**src/hdl/sru_pkg.sv**
```systemverilog
// shared constants, codes and types of the station registry unit
package sru_pkg;

  // default number of table entries
  localparam int unsigned TableDepthDef = 16;

  // field widths
  localparam int unsigned OpW     = 3;
  localparam int unsigned KeyW    = 16;
  localparam int unsigned LinkW   = 16;
  localparam int unsigned CtrW    = 4;
  localparam int unsigned StatW   = 2;
  localparam int unsigned OutCntW = 5;
  localparam int unsigned LimitW  = 4;

  // configuration port
  localparam int unsigned PAddrW = 2;
  localparam int unsigned PDataW = 32;
  localparam logic [PAddrW-1:0] AddrMissLimit = '0;
  localparam logic [LimitW-1:0] MissLimitRst  = 4'd3;

  // miss counter saturates here
  localparam logic [CtrW-1:0] CtrTop = 4'hF;

  // operation codes
  typedef enum logic [OpW-1:0] {
    OP_INSERT   = 3'd0,
    OP_DELETE   = 3'd1,
    OP_CHANGE   = 3'd2,
    OP_LOOKUP   = 3'd3,
    OP_SWEEP    = 3'd4,
    OP_PRESENCE = 3'd5
  } op_e;

  // result status codes
  typedef enum logic [StatW-1:0] {
    ST_OK        = 2'd0,
    ST_NOT_FOUND = 2'd1,
    ST_FULL      = 2'd2
  } stat_e;

  // one table entry as stored in memory
  typedef struct packed {
    logic [KeyW-1:0]  key;
    logic [LinkW-1:0] link;
    logic [CtrW-1:0]  ctr;
  } entry_t;

  // controller to datapath commands
  typedef struct packed {
    logic start;
    logic ins;
    logic scan_en;
    logic find_end;
    logic cmpt_en;
    logic cmpt_end;
    logic res_load;
  } dp_cmd_t;

  // datapath to controller status
  typedef struct packed {
    op_e  op;
    logic walk_done;
    logic hit;
  } dp_sts_t;

endpackage

```
**src/hdl/sru_in_if.sv**
```systemverilog
// request channel of the station registry unit
interface sru_in_if;
  logic                        valid;
  logic                        ready;
  logic [sru_pkg::OpW-1:0]     operation;
  logic [sru_pkg::KeyW-1:0]    station_id;
  logic [sru_pkg::LinkW-1:0]   link_id;

  modport source (output valid, output operation, output station_id, output link_id,
                  input ready);
  modport sink   (input valid, input operation, input station_id, input link_id,
                  output ready);
endinterface

```
**src/hdl/sru_out_if.sv**
```systemverilog
// result channel of the station registry unit
interface sru_out_if;
  logic                         valid;
  logic                         ready;
  logic [sru_pkg::StatW-1:0]    status;
  logic [sru_pkg::LinkW-1:0]    link_id_out;
  logic [sru_pkg::OutCntW-1:0]  removed_count;
  logic [sru_pkg::OutCntW-1:0]  entries_used;

  modport source (output valid, output status, output link_id_out, output removed_count,
                  output entries_used, input ready);
  modport sink   (input valid, input status, input link_id_out, input removed_count,
                  input entries_used, output ready);
endinterface

```
**src/hdl/sru_ram.sv**
```systemverilog
// generic single write port ram with registered read
module sru_ram #(
  parameter int unsigned Width = 8,
  parameter int unsigned Depth = 16
) (
  input  logic                     clk_i,
  input  logic                     we_i,
  input  logic [$clog2(Depth)-1:0] waddr_i,
  input  logic [Width-1:0]         wdata_i,
  input  logic [$clog2(Depth)-1:0] raddr_i,
  output logic [Width-1:0]         rdata_o
);

  logic [Width-1:0] mem_q [Depth];
  logic [Width-1:0] rdata_q;

  // write port
  always_ff @(posedge clk_i) begin
    if (we_i) begin
      mem_q[waddr_i] <= wdata_i;
    end
  end

  // registered read port
  always_ff @(posedge clk_i) begin
    rdata_q <= mem_q[raddr_i];
  end

  assign rdata_o = rdata_q;

endmodule

```
**src/hdl/sru_datapath.sv**
```systemverilog
// table memory, walk pointers, match tracking and result register
module sru_datapath #(
  parameter int unsigned TableDepth = sru_pkg::TableDepthDef
) (
  input  logic                          clk_i,
  input  logic                          rst_ni,
  input  logic [sru_pkg::OpW-1:0]       operation_i,
  input  logic [sru_pkg::KeyW-1:0]      station_id_i,
  input  logic [sru_pkg::LinkW-1:0]     link_id_i,
  input  logic [sru_pkg::LimitW-1:0]    miss_limit_i,
  input  sru_pkg::dp_cmd_t              cmd_i,
  output sru_pkg::dp_sts_t              sts_o,
  output logic [sru_pkg::StatW-1:0]     status_o,
  output logic [sru_pkg::LinkW-1:0]     link_id_out_o,
  output logic [sru_pkg::OutCntW-1:0]   removed_count_o,
  output logic [sru_pkg::OutCntW-1:0]   entries_used_o
);
  import sru_pkg::*;

  localparam int unsigned IdxW = $clog2(TableDepth);
  localparam int unsigned CntW = $clog2(TableDepth + 1);
  localparam logic [CntW-1:0] CntFull = CntW'(TableDepth);

  // control state
  logic [CntW-1:0] count_q, count_d;
  logic [CntW-1:0] rd_q, rd_d;
  logic [CntW-1:0] wr_q, wr_d;
  logic [CntW-1:0] removed_q, removed_d;
  logic            pend_vld_q, pend_vld_d;
  logic            hit_q, hit_d;
  stat_e           stat_q, stat_d;

  // payload state
  op_e              op_q;
  logic [KeyW-1:0]  key_q;
  logic [LinkW-1:0] link_q;
  logic [IdxW-1:0]  pend_idx_q;
  logic [IdxW-1:0]  pos_q, pos_d;
  entry_t           hit_ent_q, hit_ent_d;

  // output word
  logic [StatW-1:0]   res_stat_q;
  logic [LinkW-1:0]   res_link_q;
  logic [OutCntW-1:0] res_removed_q;
  logic [OutCntW-1:0] res_used_q;

  // memory port signals
  logic             ram_we;
  logic [IdxW-1:0]  ram_waddr;
  entry_t           ram_wdata;
  logic [IdxW-1:0]  ram_raddr;
  logic [$bits(entry_t)-1:0] ram_rdata;
  entry_t           rd_ent;

  logic walk_en;
  logic issue;
  logic drop;
  logic [CtrW-1:0] ctr_inc;

  sru_ram #(
    .Width($bits(entry_t)),
    .Depth(TableDepth)
  ) u_table (
    .clk_i  (clk_i),
    .we_i   (ram_we),
    .waddr_i(ram_waddr),
    .wdata_i(ram_wdata),
    .raddr_i(ram_raddr),
    .rdata_o(ram_rdata)
  );

  assign rd_ent    = entry_t'(ram_rdata);
  assign walk_en   = cmd_i.scan_en | cmd_i.cmpt_en;
  assign issue     = walk_en && (rd_q < count_q);
  assign ram_raddr = rd_q[IdxW-1:0];
  assign ctr_inc   = (rd_ent.ctr < CtrTop) ? rd_ent.ctr + CtrW'(1) : CtrTop;
  assign drop      = (op_q == OP_SWEEP) ? (rd_ent.ctr >= miss_limit_i)
                                        : (pend_idx_q == pos_q);

  // walk, match, compaction and memory write
  always_comb begin
    count_d    = count_q;
    rd_d       = rd_q;
    wr_d       = wr_q;
    removed_d  = removed_q;
    pend_vld_d = issue;
    hit_d      = hit_q;
    stat_d     = stat_q;
    pos_d      = pos_q;
    hit_ent_d  = hit_ent_q;
    ram_we     = 1'b0;
    ram_waddr  = count_q[IdxW-1:0];
    ram_wdata  = '{key: key_q, link: link_q, ctr: '0};

    if (issue) begin
      rd_d = rd_q + CntW'(1);
    end

    // scan for the last matching key
    if (cmd_i.scan_en && pend_vld_q && (rd_ent.key == key_q)) begin
      hit_d     = 1'b1;
      pos_d     = pend_idx_q;
      hit_ent_d = rd_ent;
    end

    // compaction pass: drop or move down each entry, raising the miss counter on a sweep
    if (cmd_i.cmpt_en && pend_vld_q) begin
      if (drop) begin
        removed_d = removed_q + CntW'(1);
      end else begin
        ram_we    = 1'b1;
        ram_waddr = wr_q[IdxW-1:0];
        ram_wdata = '{key:  rd_ent.key,
                      link: rd_ent.link,
                      ctr:  (op_q == OP_SWEEP) ? ctr_inc : rd_ent.ctr};
        wr_d      = wr_q + CntW'(1);
      end
    end

    if (cmd_i.cmpt_end) begin
      count_d = wr_q;
    end

    // append on insert
    if (cmd_i.ins) begin
      if (count_q == CntFull) begin
        stat_d = ST_FULL;
      end else begin
        ram_we    = 1'b1;
        ram_waddr = count_q[IdxW-1:0];
        ram_wdata = '{key: key_q, link: link_q, ctr: '0};
        count_d   = count_q + CntW'(1);
      end
    end

    // act on the match once the scan is over
    if (cmd_i.find_end) begin
      if (!hit_q) begin
        stat_d = ST_NOT_FOUND;
      end else if (op_q == OP_CHANGE) begin
        ram_we    = 1'b1;
        ram_waddr = pos_q;
        ram_wdata = '{key: hit_ent_q.key, link: link_q, ctr: hit_ent_q.ctr};
      end else if (op_q == OP_PRESENCE) begin
        ram_we    = 1'b1;
        ram_waddr = pos_q;
        ram_wdata = '{key: hit_ent_q.key, link: hit_ent_q.link, ctr: '0};
      end else if (op_q == OP_DELETE) begin
        rd_d       = '0;
        wr_d       = '0;
        removed_d  = '0;
        pend_vld_d = 1'b0;
      end
    end

    // new request
    if (cmd_i.start) begin
      rd_d       = '0;
      wr_d       = '0;
      removed_d  = '0;
      pend_vld_d = 1'b0;
      hit_d      = 1'b0;
      stat_d     = ST_OK;
    end
  end

  // control registers
  always_ff @(posedge clk_i or negedge rst_ni) begin
    if (!rst_ni) begin
      count_q    <= '0;
      rd_q       <= '0;
      wr_q       <= '0;
      removed_q  <= '0;
      pend_vld_q <= 1'b0;
      hit_q      <= 1'b0;
      stat_q     <= ST_OK;
    end else begin
      count_q    <= count_d;
      rd_q       <= rd_d;
      wr_q       <= wr_d;
      removed_q  <= removed_d;
      pend_vld_q <= pend_vld_d;
      hit_q      <= hit_d;
      stat_q     <= stat_d;
    end
  end

  // request capture, match data and result word
  always_ff @(posedge clk_i) begin
    pend_idx_q <= rd_q[IdxW-1:0];
    pos_q      <= pos_d;
    hit_ent_q  <= hit_ent_d;
    if (cmd_i.start) begin
      op_q   <= op_e'(operation_i);
      key_q  <= station_id_i;
      link_q <= link_id_i;
    end
    if (cmd_i.res_load) begin
      res_stat_q    <= stat_q;
      res_link_q    <= (op_q == OP_LOOKUP && hit_q) ? hit_ent_q.link : '0;
      res_removed_q <= OutCntW'(removed_q);
      res_used_q    <= OutCntW'(count_q);
    end
  end

  assign sts_o.op        = op_q;
  assign sts_o.walk_done = (rd_q == count_q) && !pend_vld_q;
  assign sts_o.hit       = hit_q;

  assign status_o        = res_stat_q;
  assign link_id_out_o   = res_link_q;
  assign removed_count_o = res_removed_q;
  assign entries_used_o  = res_used_q;

endmodule

```
**src/hdl/sru_ctrl.sv**
```systemverilog
// sequencer for one request at a time and the result handshake
module sru_ctrl (
  input  logic              clk_i,
  input  logic              rst_ni,
  input  logic              in_valid_i,
  output logic              in_ready_o,
  output logic              out_valid_o,
  input  logic              out_ready_i,
  input  sru_pkg::dp_sts_t  sts_i,
  output sru_pkg::dp_cmd_t  cmd_o
);
  import sru_pkg::*;

  typedef enum logic [4:0] {
    S_IDLE   = 5'b00001,
    S_DECODE = 5'b00010,
    S_SCAN   = 5'b00100,
    S_CMPT   = 5'b01000,
    S_DONE   = 5'b10000
  } state_e;

  state_e state_q, state_d;
  logic   out_vld_q, out_vld_d;

  // next state and commands
  always_comb begin
    state_d   = state_q;
    out_vld_d = out_vld_q;
    cmd_o     = '0;

    if (out_vld_q && out_ready_i) begin
      out_vld_d = 1'b0;
    end

    unique case (state_q)
      S_IDLE: begin
        if (in_valid_i) begin
          cmd_o.start = 1'b1;
          state_d     = S_DECODE;
        end
      end
      S_DECODE: begin
        unique case (sts_i.op) inside
          OP_INSERT: begin
            cmd_o.ins = 1'b1;
            state_d   = S_DONE;
          end
          OP_DELETE, OP_CHANGE, OP_LOOKUP, OP_PRESENCE: begin
            state_d = S_SCAN;
          end
          OP_SWEEP: begin
            state_d = S_CMPT;
          end
          default: begin
            state_d = S_DONE;
          end
        endcase
      end
      S_SCAN: begin
        cmd_o.scan_en = 1'b1;
        if (sts_i.walk_done) begin
          cmd_o.find_end = 1'b1;
          if (sts_i.hit && (sts_i.op == OP_DELETE)) begin
            state_d = S_CMPT;
          end else begin
            state_d = S_DONE;
          end
        end
      end
      S_CMPT: begin
        cmd_o.cmpt_en = 1'b1;
        if (sts_i.walk_done) begin
          cmd_o.cmpt_end = 1'b1;
          state_d        = S_DONE;
        end
      end
      S_DONE: begin
        if (!out_vld_q || out_ready_i) begin
          cmd_o.res_load = 1'b1;
          out_vld_d      = 1'b1;
          state_d        = S_IDLE;
        end
      end
      default: begin
        state_d = S_IDLE;
      end
    endcase
  end

  // state registers
  always_ff @(posedge clk_i or negedge rst_ni) begin
    if (!rst_ni) begin
      state_q   <= S_IDLE;
      out_vld_q <= 1'b0;
    end else begin
      state_q   <= state_d;
      out_vld_q <= out_vld_d;
    end
  end

  assign in_ready_o  = (state_q == S_IDLE);
  assign out_valid_o = out_vld_q;

endmodule

```
**src/hdl/station_registry_with_aging_unit.sv**
```systemverilog
// Station registry with aging: ordered table of station id to link id with miss counters.
//
// item_i carries one request word (operation, station_id, link_id); result_o returns one
// result word (status, link_id_out, removed_count, entries_used) for every request.
// Both channels move a word when valid and ready are high at a rising clock edge.
// miss_limit is written over the APB port at byte address 0; pready is always high.
//
// Insert and unused codes need no walk over the table; change, lookup, presence seen,
// aging sweep and delete without a match take one walk, and delete with a match takes
// two (scan, then compaction pass). The walk runs over the table memory, one entry
// read per cycle through its single registered read port. A new word is taken once
// the sequencer is back in idle after the previous result is loaded.
//
// The result sits in an output register; a stalled receiver holds it there while
// the next request is accepted and processed, which then waits to load its result.
// Reset empties the table and sets miss_limit to 3; entry contents are not cleared.
module station_registry_with_aging_unit #(
  parameter int unsigned TableDepth = sru_pkg::TableDepthDef
) (
  input  logic                         clk_i,
  input  logic                         rst_ni,
  sru_in_if.sink                       item_i,
  sru_out_if.source                    result_o,
  input  logic                         psel,
  input  logic                         penable,
  input  logic                         pwrite,
  input  logic [sru_pkg::PAddrW-1:0]   paddr,
  input  logic [sru_pkg::PDataW-1:0]   pwdata,
  output logic [sru_pkg::PDataW-1:0]   prdata,
  output logic                         pready
);
  import sru_pkg::*;

  logic [LimitW-1:0] miss_limit_q;
  logic              cfg_wr;
  dp_cmd_t           cmd;
  dp_sts_t           sts;

  // configuration register
  assign cfg_wr = psel && penable && pwrite && (paddr == AddrMissLimit);

  always_ff @(posedge clk_i or negedge rst_ni) begin
    if (!rst_ni) begin
      miss_limit_q <= MissLimitRst;
    end else if (cfg_wr) begin
      miss_limit_q <= pwdata[LimitW-1:0];
    end
  end

  assign prdata = PDataW'(miss_limit_q);
  assign pready = 1'b1;

  // sequencer
  sru_ctrl u_ctrl (
    .clk_i      (clk_i),
    .rst_ni     (rst_ni),
    .in_valid_i (item_i.valid),
    .in_ready_o (item_i.ready),
    .out_valid_o(result_o.valid),
    .out_ready_i(result_o.ready),
    .sts_i      (sts),
    .cmd_o      (cmd)
  );

  // table and result datapath
  sru_datapath #(
    .TableDepth(TableDepth)
  ) u_datapath (
    .clk_i          (clk_i),
    .rst_ni         (rst_ni),
    .operation_i    (item_i.operation),
    .station_id_i   (item_i.station_id),
    .link_id_i      (item_i.link_id),
    .miss_limit_i   (miss_limit_q),
    .cmd_i          (cmd),
    .sts_o          (sts),
    .status_o       (result_o.status),
    .link_id_out_o  (result_o.link_id_out),
    .removed_count_o(result_o.removed_count),
    .entries_used_o (result_o.entries_used)
  );

endmodule
```
**src/flat_wrapper.sv**
```systemverilog
// flat-port wrapper written by rule: the top's interface ports become plain ports
module station_registry_with_aging_unit_flat import sru_pkg::*;
#(
  parameter int unsigned TableDepth = sru_pkg::TableDepthDef
)
  (clk_i, rst_ni, psel, penable, pwrite, paddr, pwdata, prdata, pready, item_i_valid, item_i_operation, item_i_station_id, item_i_link_id, item_i_ready, result_o_valid, result_o_status, result_o_link_id_out, result_o_removed_count, result_o_entries_used, result_o_ready);
  sru_in_if item_i_i ();
  sru_out_if result_o_i ();
  input  logic clk_i;
  input  logic rst_ni;
  input  logic psel;
  input  logic penable;
  input  logic pwrite;
  input  logic [sru_pkg::PAddrW-1:0] paddr;
  input  logic [sru_pkg::PDataW-1:0] pwdata;
  output logic [sru_pkg::PDataW-1:0] prdata;
  output logic pready;
  input wire logic [$bits(item_i_i.valid)-1:0] item_i_valid;
  input wire logic [$bits(item_i_i.operation)-1:0] item_i_operation;
  input wire logic [$bits(item_i_i.station_id)-1:0] item_i_station_id;
  input wire logic [$bits(item_i_i.link_id)-1:0] item_i_link_id;
  output wire logic [$bits(item_i_i.ready)-1:0] item_i_ready;
  output wire logic [$bits(result_o_i.valid)-1:0] result_o_valid;
  output wire logic [$bits(result_o_i.status)-1:0] result_o_status;
  output wire logic [$bits(result_o_i.link_id_out)-1:0] result_o_link_id_out;
  output wire logic [$bits(result_o_i.removed_count)-1:0] result_o_removed_count;
  output wire logic [$bits(result_o_i.entries_used)-1:0] result_o_entries_used;
  input wire logic [$bits(result_o_i.ready)-1:0] result_o_ready;
  assign item_i_i.valid = item_i_valid;
  assign item_i_i.operation = item_i_operation;
  assign item_i_i.station_id = item_i_station_id;
  assign item_i_i.link_id = item_i_link_id;
  assign item_i_ready = item_i_i.ready;
  assign result_o_valid = result_o_i.valid;
  assign result_o_status = result_o_i.status;
  assign result_o_link_id_out = result_o_i.link_id_out;
  assign result_o_removed_count = result_o_i.removed_count;
  assign result_o_entries_used = result_o_i.entries_used;
  assign result_o_i.ready = result_o_ready;
  station_registry_with_aging_unit #(.TableDepth(TableDepth)) u_core (.clk_i(clk_i), .rst_ni(rst_ni), .item_i(item_i_i), .result_o(result_o_i), .psel(psel), .penable(penable), .pwrite(pwrite), .paddr(paddr), .pwdata(pwdata), .prdata(prdata), .pready(pready));
endmodule
```
**config.mk**
```make
export PLATFORM = sky130hd
export DESIGN_NAME = station_registry_with_aging_unit_flat
export DESIGN_NICKNAME = d
export VERILOG_FILES = /design/src/hdl/sru_pkg.sv /design/src/hdl/sru_in_if.sv /design/src/hdl/sru_out_if.sv /design/src/hdl/sru_ram.sv /design/src/hdl/sru_datapath.sv /design/src/hdl/sru_ctrl.sv /design/src/hdl/station_registry_with_aging_unit.sv /design/src/flat_wrapper.sv
export SDC_FILE = /design/constraint.sdc
export NUM_CORES = 1
export LEC_CHECK = 0
export BUFFER_PORTS_ARGS = -buffer_cell sky130_fd_sc_hd__buf_2
export CAP_MARGIN = 20
export CORE_ASPECT_RATIO = 1.2
export CORE_MARGIN = 5
export CORE_UTILIZATION = 50
export DETAILED_ROUTE_END_ITERATION = 7
export GPL_TIMING_DRIVEN = 1
export PLACE_DENSITY = 0.63
export SYNTH_ARGS = -nofsm -noshare
export SYNTH_HDL_FRONTEND = slang
export SYNTH_SLANG_ARGS = --single-unit
```
**constraint.sdc**
```tcl
create_clock -name clk_i -period 9.6 [get_ports clk_i]
set_clock_uncertainty 0.2 [all_clocks]
set_input_delay 0.48 -clock clk_i [delete_from_list [all_inputs] [get_ports clk_i]]
set_output_delay 0.48 -clock clk_i [all_outputs]
set_load 0.01 [all_outputs]
```
### Yosys cells after proc, flatten, opt, wreduce, memory -nomap -nowiden

Memory sizes are Yosys's and may differ from the RTL's. A register that Yosys moved wholly into a read port is not among the register bits.
Index checks and enable logic that the tools add are counted.

| operators by class | value |
|---|---|
| bitwise logic cells | 1 |
| reductions and logical operators | 19 |
| $lt $le $gt $ge | 3 |
| add/subtract/negate cells | 5 |
| mux-type cells | 87 |
| equality and inequality tests | 18 |

Operators with widths:

| cell | count |
|---|---|
| $mux 36 | 8 |
| $mux 5 | 31 |
| $mux 4 | 10 |
| $mux 1 | 29 |
| $pmux 5 s5 | 1 |
| $add 5x1->5 const B | 4 |
| $eq 16x16->1 | 1 |
| $mux 2 | 7 |
| $logic_and 1x1->1 | 11 |
| $eq 5x5->1 const B | 2 |
| $pmux 5 s2 | 1 |
| $eq 3x2->1 const B | 2 |
| $eq 3x3->1 const B | 2 |
| $eq 5x1->1 const B | 1 |
| $eq 5x2->1 const B | 1 |
| $eq 5x3->1 const B | 1 |
| $eq 5x4->1 const B | 1 |
| $eq 5x5->1 | 1 |
| $lt 5x5->1 | 1 |
| $add 4x1->4 const B | 1 |
| $eq 4x4->1 | 1 |
| $ge 4x4->1 | 1 |
| $lt 4x4->1 const B | 1 |
| $ne 2x1->1 const B | 2 |
| 10 further kinds | 12 |

| word-level totals | value |
|---|---|
| logic and storage cells | 156 |
| bits of input ports | 76 |
| memories | 1 |
| bits in writable memories | 576 |
| flip-flop bits (word level) | 141 |
| output and inout bits | 63 |

Memories:

| memory | words | bits a word | read ports | clocked after memory_dff | wr ports | line | text |
|---|---|---|---|---|---|---|---|
| u_core.u_datapath.u_table.mem_q | 16 | 36 | 1 | 1 | 1 | sru_ram.sv:14 | `logic [Width-1:0] mem_q [Depth];` |

### Logic depth before layout (Yosys ltp)

Gate-level depths: netlist (run 1).

| depth | value |
|---|---|
| word-level depth | 14 |
| depth in mapped cells | 12 |
| mapped depth without buffers | 8 |

### By module

Synthesis (run 1) repeated with hierarchy kept, for this count alone.

| unflattened totals | value |
|---|---|
| cell total of the unflattened synthesis | 1572 |
| area, all modules | 29502.0 sq um |

By module, submodules not included:

| module | sequential area each (sq um) | cells an instance | area each (sq um) | instances |
|---|---|---|---|---|
| sru_ram | 18017.3 | 938 | 22318.9 | 1 |
| sru_datapath | 3773.6 | 535 | 6298.5 | 1 |
| sru_ctrl | 151.4 | 58 | 495.5 | 1 |
| station_registry_with_aging_unit | 102.6 | 41 | 389.1 | 1 |

### Least setup slack after synthesis (run 1)

No wires, ideal clock.

| timing path | value |
|---|---|
| path kind | register to register |
| start point | register u_core.u_datapath.rd_q[0] |
| end point | memory u_core.u_datapath.u_table.mem_q[13][0] (netlist bit), enable pin |
| stages on the path, launching flop included | 12 |
| data required time | 8.881 ns |
| library setup time | 0.519 ns |
| setup slack | 2.904 ns |
| path buffers | 4 |
| arrival time | 5.977 ns |
| period minus slack after synthesis | 6.696 ns |
| cell sequence | dfrtp_1 clkbuf_1 clkbuf_1 buf_2 inv_1 ha_1 nand4b_1 nor4_4 nand3_4 buf_6 o22a_4 nor4_1 |

| between the ends | value |
|---|---|
| word-level cells in the longest chain between the ends | 7 |
| elaborated cells between the ends (all ways) | 8 |
| those cells by class | eq/ne: 1; mux: 6; reduce/logical: 1 |

Ends and longest elaborated chain:

| element | line | text |
|---|---|---|
| start: declaration | sru_datapath.sv:26 | `logic [CntW-1:0] rd_q, rd_d;` |
| start signal: assignment | sru_datapath.sv:179 | `rd_q <= rd_d;` |
| $eq 5x5->1 (*) | sru_datapath.sv:207 | `assign sts_o.walk_done = (rd_q == count_q) && !pend_vld_q;` |
| $logic_and 1x1->1 (*) | sru_datapath.sv:207 |  |
| $mux 1 (*) | sru_ctrl.sv:61 | `if (sts_i.walk_done) begin` |
| $mux 2 (*) | sru_ctrl.sv:35 | `unique case (state_q)` |
| $mux 1 | sru_datapath.sv:137 | `if (cmd_i.find_end) begin` |
| $mux 1 | sru_ram.sv:19 | `if (we_i) begin` |
| $mux 1 (not written as such) | sru_ram.sv:20 | `mem_q[waddr_i] <= wdata_i;` |
| end: declaration | sru_ram.sv:14 |  |

Every way passes the cells marked *; elsewhere a longest branch is shown, timed or not.

### Worst setup path after layout (run 1)

| timing path | value |
|---|---|
| start point | register u_core.u_datapath.rd_q[0] |
| end point | memory u_core.u_datapath.u_table.mem_q[10][15] (netlist bit), enable pin |

Same word-level chain as after synthesis.

==> results.py, run 1 <==
metrics = {
    "status": {
        "outcome": "finished clean",
    },
    "clock_tree": {
        "cts_resized": 0,
        "clock_latency_ns": 0.61,
        "ctsRootBufferMaster": "clkbuf_16",
        "hold_buffers": 42,
        "clk_pin_slew_worst_paths_ns": 0.06,
        "cts_tree": "done",
        "cts_setup_buffers": 0,
        "clockBufferDepth": 3,
        "numCtsBuffers": 75,
        "clock_sinks": 753,
        "cts_max_level": 3,
    },
    "logic_synthesis": {
        "synth_top_area_share": 0.700,
        "synth_xor_area_frac": 0.00812,
        "syn_area_sq_um": 29100,
        "synth_compound_area_frac": 0.0308,
        "yosys_warnings": 0,
        "synth-main-ff-cell": "edfxtp_1",
        "synth-edff-count": 679,
        "synth_fa_ha_area_frac": 0.00644,
        "yosys-top-cells-area": "edfxtp_1, mux4_2, dfxtp_1",
        "yosysSeqAreaShare": 0.757,
        "synth_area_per_cell_sq_um": 20.7,
        "yosys_register_bits": 753,
        "synth_top_family_by_area": "multiplexers",
        "ys_types": 68,
        "yosys.area.top_type": "edfxtp_1",
        "synthArstFlopShare": 0.0452,
        "synth_mux_area_frac": 0.147,
        "synthSimpleGateAreaFrac": 0.0314,
        "syn_inst": 1408,
    },
    "timing": {
        "finalCriticalPeriod_ns": 4.87,
        "rsz0062_at_grt": "no",
        "finalMaxSlewViolations": 0,
        "max_freq_mhz": 205,
        "worstMarginPinSlew_ns": 1.07,
        "setup_viol": 0,
        "whs_ns": 0.142,
        "finalHoldViolations": 0,
        "finalCritPeriodShare": 0.507,
        "maxSlewHeadroom": 0.289,
        "fin_setup_tns_ns": 0,
    },
    "finish": {
        "syn_to_final_growth_pct": 14.5,
        "stdcell_count": 2392,
        "design.final.nets": 1678,
        "fillers": 4272,
        "n_antenna_cell": 0,
        "drive_above_1_share": 0.278,
        "final_common_cell": "edfxtp_1",
        "final_cell_mix": "edfxtp_1, mux4_2, buf_2",
        "fin_util": 0.575,
    },
    "floorplanning": {
        "core_area_sq_um": 58000,
        "start_util": 0.502,
        "die_y_um": 274,
        "dieArea_sq_um": 63200,
        "fp.dieW_um": 230,
        "num_io_pins": 139,
        "rows": 97,
    },
    "placement": {
        "io_buffers": 81,
        "dp_hpwl_um": 32100,
        "place_congestion": 0.789,
        "placed_cells": 2204,
    },
    "drt": {
        "wl_um": 63300,
        "drc_errors": 0,
        "drt_iter0_markers": 1405,
        "ant_nets": 0,
        "vias_per_cell": 5.90,
        "wire_per_inst_um": 26.5,
        "via_count": 14100,
        "drt_pass1_iterations": 6,
    },
    "global_routing": {
        "grt_max_degree": 66,
        "grt_pass1_wl_um": 94900,
        "antenna_found_initial": 1,
        "grt_pass1_vias": 14700,
        "grt_overflow": 0,
        "grtUsageTotal": 0.203,
    },
    "critical_path": {
        "cp.arrival_ns": 4.89,
        "cp.required_ns": 9.63,
        "path_max_fanout": 43,
        "cp-end-kind": "register",
        "critPathKind": "reg2reg",
        "critPathLaunchType": "register",
    },
    "worst_hold_path": {
        "hold_class": "in2reg",
    },
    "pwr": {
        "power_density_nw_per_um2": 225,
        "ir_worst_vdd_uv": 129,
        "power.total_uw": 7490,
        "leakage_uw": 0.0107,
    },
    "flow_run": {
        "maxCapViolations": 0,
    },
}
-- sequential cells by signal, summed over array words and instances, names as in the netlist, 3 cells and up --
signal	cells
u_core.u_datapath.u_table.mem_q	576
u_core.u_datapath.hit_ent_q	36
u_core.u_datapath.u_table.rdata_o	36
u_core.u_datapath.key_q	16
u_core.u_datapath.link_id_out_o	16
u_core.u_datapath.link_q	16
u_core.u_ctrl.state_q	5
u_core.u_datapath.count_q	5
u_core.u_datapath.entries_used_o	5
u_core.u_datapath.rd_q	5
u_core.u_datapath.removed_count_o	5
u_core.u_datapath.removed_q	5
u_core.u_datapath.wr_q	5
u_core.miss_limit_q	4
u_core.u_datapath.pend_idx_q	4
u_core.u_datapath.pos_q	4
u_core.u_datapath.op_q	3
-- logic make-up after synthesis --
group,after synthesis
multiplexers,201
buffers and inverters,113
XOR/XNOR,27
AO/OA/AOI/OAI,130
flip-flops,753
other,2
adder cells (fa/ha/maj),15
AND/OR/NAND/NOR,167
-- cell type report --
| type | count | area (sq um) | area share |
|---|---|---|---|
| inverter | 24 | 90.1 | 0.00270 |
| clock inverter | 38 | 334 | 0.0100 |
| sequential | 753 | 22100 | 0.661 |
| clock buffer | 102 | 2060 | 0.0618 |
| tap | 742 | 928 | 0.0278 |
| timing repair buffer | 164 | 1170 | 0.0349 |
| multi-input combinational | 569 | 6730 | 0.202 |
-- per-stage QoR --
stage / area [sq um] / worst slack (ns)
floorplan: 29200 / 2.90
global placement: 30500 / 4.69
detailed placement: 30500 / 4.66
CTS: 33300 / 4.63
global route: 33400 / 4.28
finish: 33400 / 4.73
-- report_power, final --
group	internal (uW)	total (uW)	switching, uW	leakage [uW]
sequential	3790	3900	105	0.00678
combinational	313	756	442	0.00275
clock	1630	2840	1210	0.00117
-- layer usage --
metal	routed length, um	global-route usage
met1	26400	0.281
met2	31700	0.338
met3	3810	0.0345
met4	1360	0.0587
met5	0	0
-- final timing paths --
| path | startpoint | to | slack (ns) | cells past startpoint |
|---|---|---|---|---|
| max reg2reg | u_core.u_datapath.rd_q[0]$_DFF_PN0_ | u_core.u_datapath.u_table.mem_q[10][15]$_DFFE_PP_ | 4.73 | 9 |
| min reg2reg | u_core.u_datapath.u_table.rdata_o[8]$_DFF_P_ | u_core.u_datapath.hit_ent_q[8]$_DFFE_PP_ | 0.24 | 0 |
| max | u_core.u_datapath.rd_q[0]$_DFF_PN0_ | u_core.u_datapath.u_table.mem_q[10][15]$_DFFE_PP_ | 4.73 | 9 |
| min in group asynchronous | rst_ni | u_core.u_datapath.removed_q[2]$_DFF_PN0_ | 0.32 | 2 |
| max in group asynchronous | rst_ni | u_core.u_datapath.rd_q[1]$_DFF_PN0_ | 8.24 | 2 |
| min | penable | u_core.miss_limit_q[2]$_DFFE_PN0P_ | 0.14 | 3 |
-- cells in the mapped netlist, types with 5 or more instances --
master	count
ha_1	15
buf_2	24
nand3_1	10
mux2i_1	17
dfxtp_1	40
xnor2_1	19
o31ai_1	8
and2_1	18
mux4_2	180
nand4_1	9
xor2_1	8
nor3_1	12
a21oi_1	37
clkbuf_1	31
o21ai_0	13
dfrtp_1	31
o22ai_1	5
a21o_1	18
a22o_1	20
edfxtp_1	679
o21a_1	6
inv_1	24
nor4_1	16
nand2_1	20
nor2_1	53
buf_4	31
-- worst max-delay path, cell delays in order (launching register included) --
cell	delay, ns
dfrtp_4	1.01
inv_1	0.15
ha_1	0.31
nand4b_1	0.16
nor4_4	0.42
nand3_4	0.52
o31ai_1	0.36
o22ai_1	0.31
nor4_2	0.30
buf_4	0.71
(Power assumes the default switching activity.)
==> run 2, diff against run 1 <==
==> constraint.sdc (replaced) <==
create_clock -name clk_i -period 4.7 [get_ports clk_i]
set_clock_uncertainty 0.2 [all_clocks]
set_input_delay 0.235 -clock clk_i [delete_from_list [all_inputs] [get_ports clk_i]]
set_output_delay 0.235 -clock clk_i [all_outputs]
set_load 0.01 [all_outputs]
==> results.py, run 2 (synthesized netlist as in run 1, its figures left out) <==
metrics = {
    "status": {
        "outcome": "finished clean",
    },
    "critical_path": {
        "path_max_fanout": 27,
        "cp.required_ns": 4.75,
        "critPathLaunchType": "register",
        "cp-end-kind": "register",
        "critPathKind": "reg2reg",
        "cp.arrival_ns": 4.30,
    },
    "drt": {
        "vias_per_cell": 5.92,
        "wire_per_inst_um": 26.5,
        "ant_nets": 0,
        "via_count": 14200,
        "drc_errors": 0,
        "drt_pass1_iterations": 7,
        "wl_um": 63800,
        "drt_iter0_markers": 1190,
    },
    "placement": {
        "dp_slack_ns": 0.471,
        "placed_cells": 2221,
        "dp_hpwl_um": 32700,
        "io_buffers": 81,
        "place_congestion": 0.802,
    },
    "global_routing": {
        "grtUsageTotal": 0.203,
        "grt_overflow": 0,
        "grt_pass1_vias": 14800,
        "grt_pass1_wl_um": 94700,
        "antenna_found_initial": 2,
        "grt_max_degree": 149,
    },
    "finish": {
        "largest_register_ffs": 576,
        "stdcell_count": 2407,
        "drive_above_1_share": 0.280,
        "n_antenna_cell": 0,
        "syn_to_final_growth_pct": 16.1,
        "regMostFlops": "u_core.u_datapath.u_table.mem_q",
        "final_cell_mix": "edfxtp_1, mux4_2, buf_2",
        "final_common_cell": "edfxtp_1",
        "design.final.nets": 1694,
        "fin_util": 0.583,
        "fillers": 4236,
    },
    "timing": {
        "finalMaxSlewViolations": 0,
        "finalCritPeriodShare": 0.906,
        "max_freq_mhz": 235,
        "maxSlewHeadroom": 0.254,
        "finalCriticalPeriod_ns": 4.26,
        "post-route-worst-setup-slack_ns": 0.443,
        "fin_setup_tns_ns": 0,
        "finalHoldViolations": 0,
        "worstMarginPinSlew_ns": 1.12,
        "setup_viol": 0,
        "rsz0062_at_grt": "no",
    },
    "clock_tree": {
        "clock_sinks": 753,
        "ctsRootBufferMaster": "clkbuf_16",
        "hold_buffers": 46,
        "clk_pin_slew_worst_paths_ns": 0.06,
        "clock_latency_ns": 0.62,
        "clockBufferDepth": 3,
        "cts_max_level": 3,
        "cts_resized": 0,
        "numCtsBuffers": 75,
        "cts_tree": "done",
        "cts_setup_buffers": 0,
    },
    "worst_hold_path": {
        "hold_class": "in2async",
    },
    "pwr": {
        "power_density_nw_per_um2": 464,
        "leakage_uw": 0.0109,
        "ir_worst_vdd_uv": 313,
    },
    "floorplanning": {
        "start_util": 0.502,
        "rows": 97,
        "fp.dieW_um": 230,
        "dieArea_sq_um": 63200,
        "die_y_um": 274,
        "core_area_sq_um": 58000,
        "num_io_pins": 139,
    },
    "flow_run": {
        "maxCapViolations": 0,
    },
}
==> run 2: cell types whose count changed in the layout (fill, tap and decap cells not counted), sizes merged <==
cell         previous run  this run
clkinv                 27        23
clkbuf                102       103
clkinvlp                4         1
buf                   122       134
dlygate4sd3            42        46
bufinv                  4         9
==> run 2: worst max-delay path, cell delays in order (launching register included) <==
cell,delay (ns)
dfrtp_1,0.48
inv_1,0.13
ha_1,0.32
nand4b_1,0.16
nor4_4,0.42
nand3_4,0.20
o31ai_1,0.19
o22ai_1,0.23
nor4_4,0.93
buf_4,0.61
==> run 2: power by group <==
group / switching [uW] / leakage [uW] / total, uW / internal (uW)
Combinational: 1020 / 0.00288 / 1690 / 672
Sequential: 163 / 0.00678 / 7910 / 7750
Clock: 2460 / 0.00123 / 6080 / 3620
==> run 2: final timing paths <==
| check | startpoint | endpoint | slack [ns] | cells after the start |
|---|---|---|---|---|
| max | u_core.u_datapath.count_q[2]$_DFF_PN0_ | u_core.u_datapath.u_table.mem_q[10][28]$_DFFE_PP_ | 0.44 | 9 |
| min | rst_ni | u_core.miss_limit_q[2]$_DFFE_PN0P_ | 0.04 | 2 |
| max reg2reg | u_core.u_datapath.count_q[2]$_DFF_PN0_ | u_core.u_datapath.u_table.mem_q[10][28]$_DFFE_PP_ | 0.44 | 9 |
| min reg2reg | u_core.u_datapath.u_table.rdata_o[11]$_DFF_P_ | u_core.u_datapath.hit_ent_q[11]$_DFFE_PP_ | 0.23 | 0 |
| max in group asynchronous | rst_ni | u_core.u_datapath.rd_q[0]$_DFF_PN0_ | 3.63 | 2 |
| min in group clk_i | item_i_link_id[11] | u_core.u_datapath.link_q[11]$_DFFE_PP_ | 0.13 | 2 |
==> run 2: cell type report <==
cell class	count	area, sq um	area share
timing repair buffer	180	1380	0.0409
clock buffer	103	2090	0.0617
sequential	753	22100	0.652
inverter	24	90.1	0.00266
multi-input combinational	569	6850	0.203
clock inverter	36	429	0.0127
tap	742	928	0.0274
==> run 2: metrics by stage <==
step / power, uW / hold WS (ns) / area [sq um]
2_1_floorplan: 9180 / -0.261 / 29300
3_3_place_gp: 9660 / 0.167 / 30800
3_5_place_dp: 9720 / 0.176 / 30800
4_1_cts: 15800 / 0.0446 / 33800
5_1_grt: 16300 / 0.108 / 33800
6_report: 15700 / 0.0389 / 33800
==> run 2: metal layers <==
layer,share of wire,wire (um),track usage,vias to the layer above
li1,-,-,-,6119
met1,0.41,26400,0.275,7585
met2,0.50,32200,0.340,453
met3,0.058,3680,0.0387,87
met4,0.024,1500,0.0604,0
met5,0,0,0,-
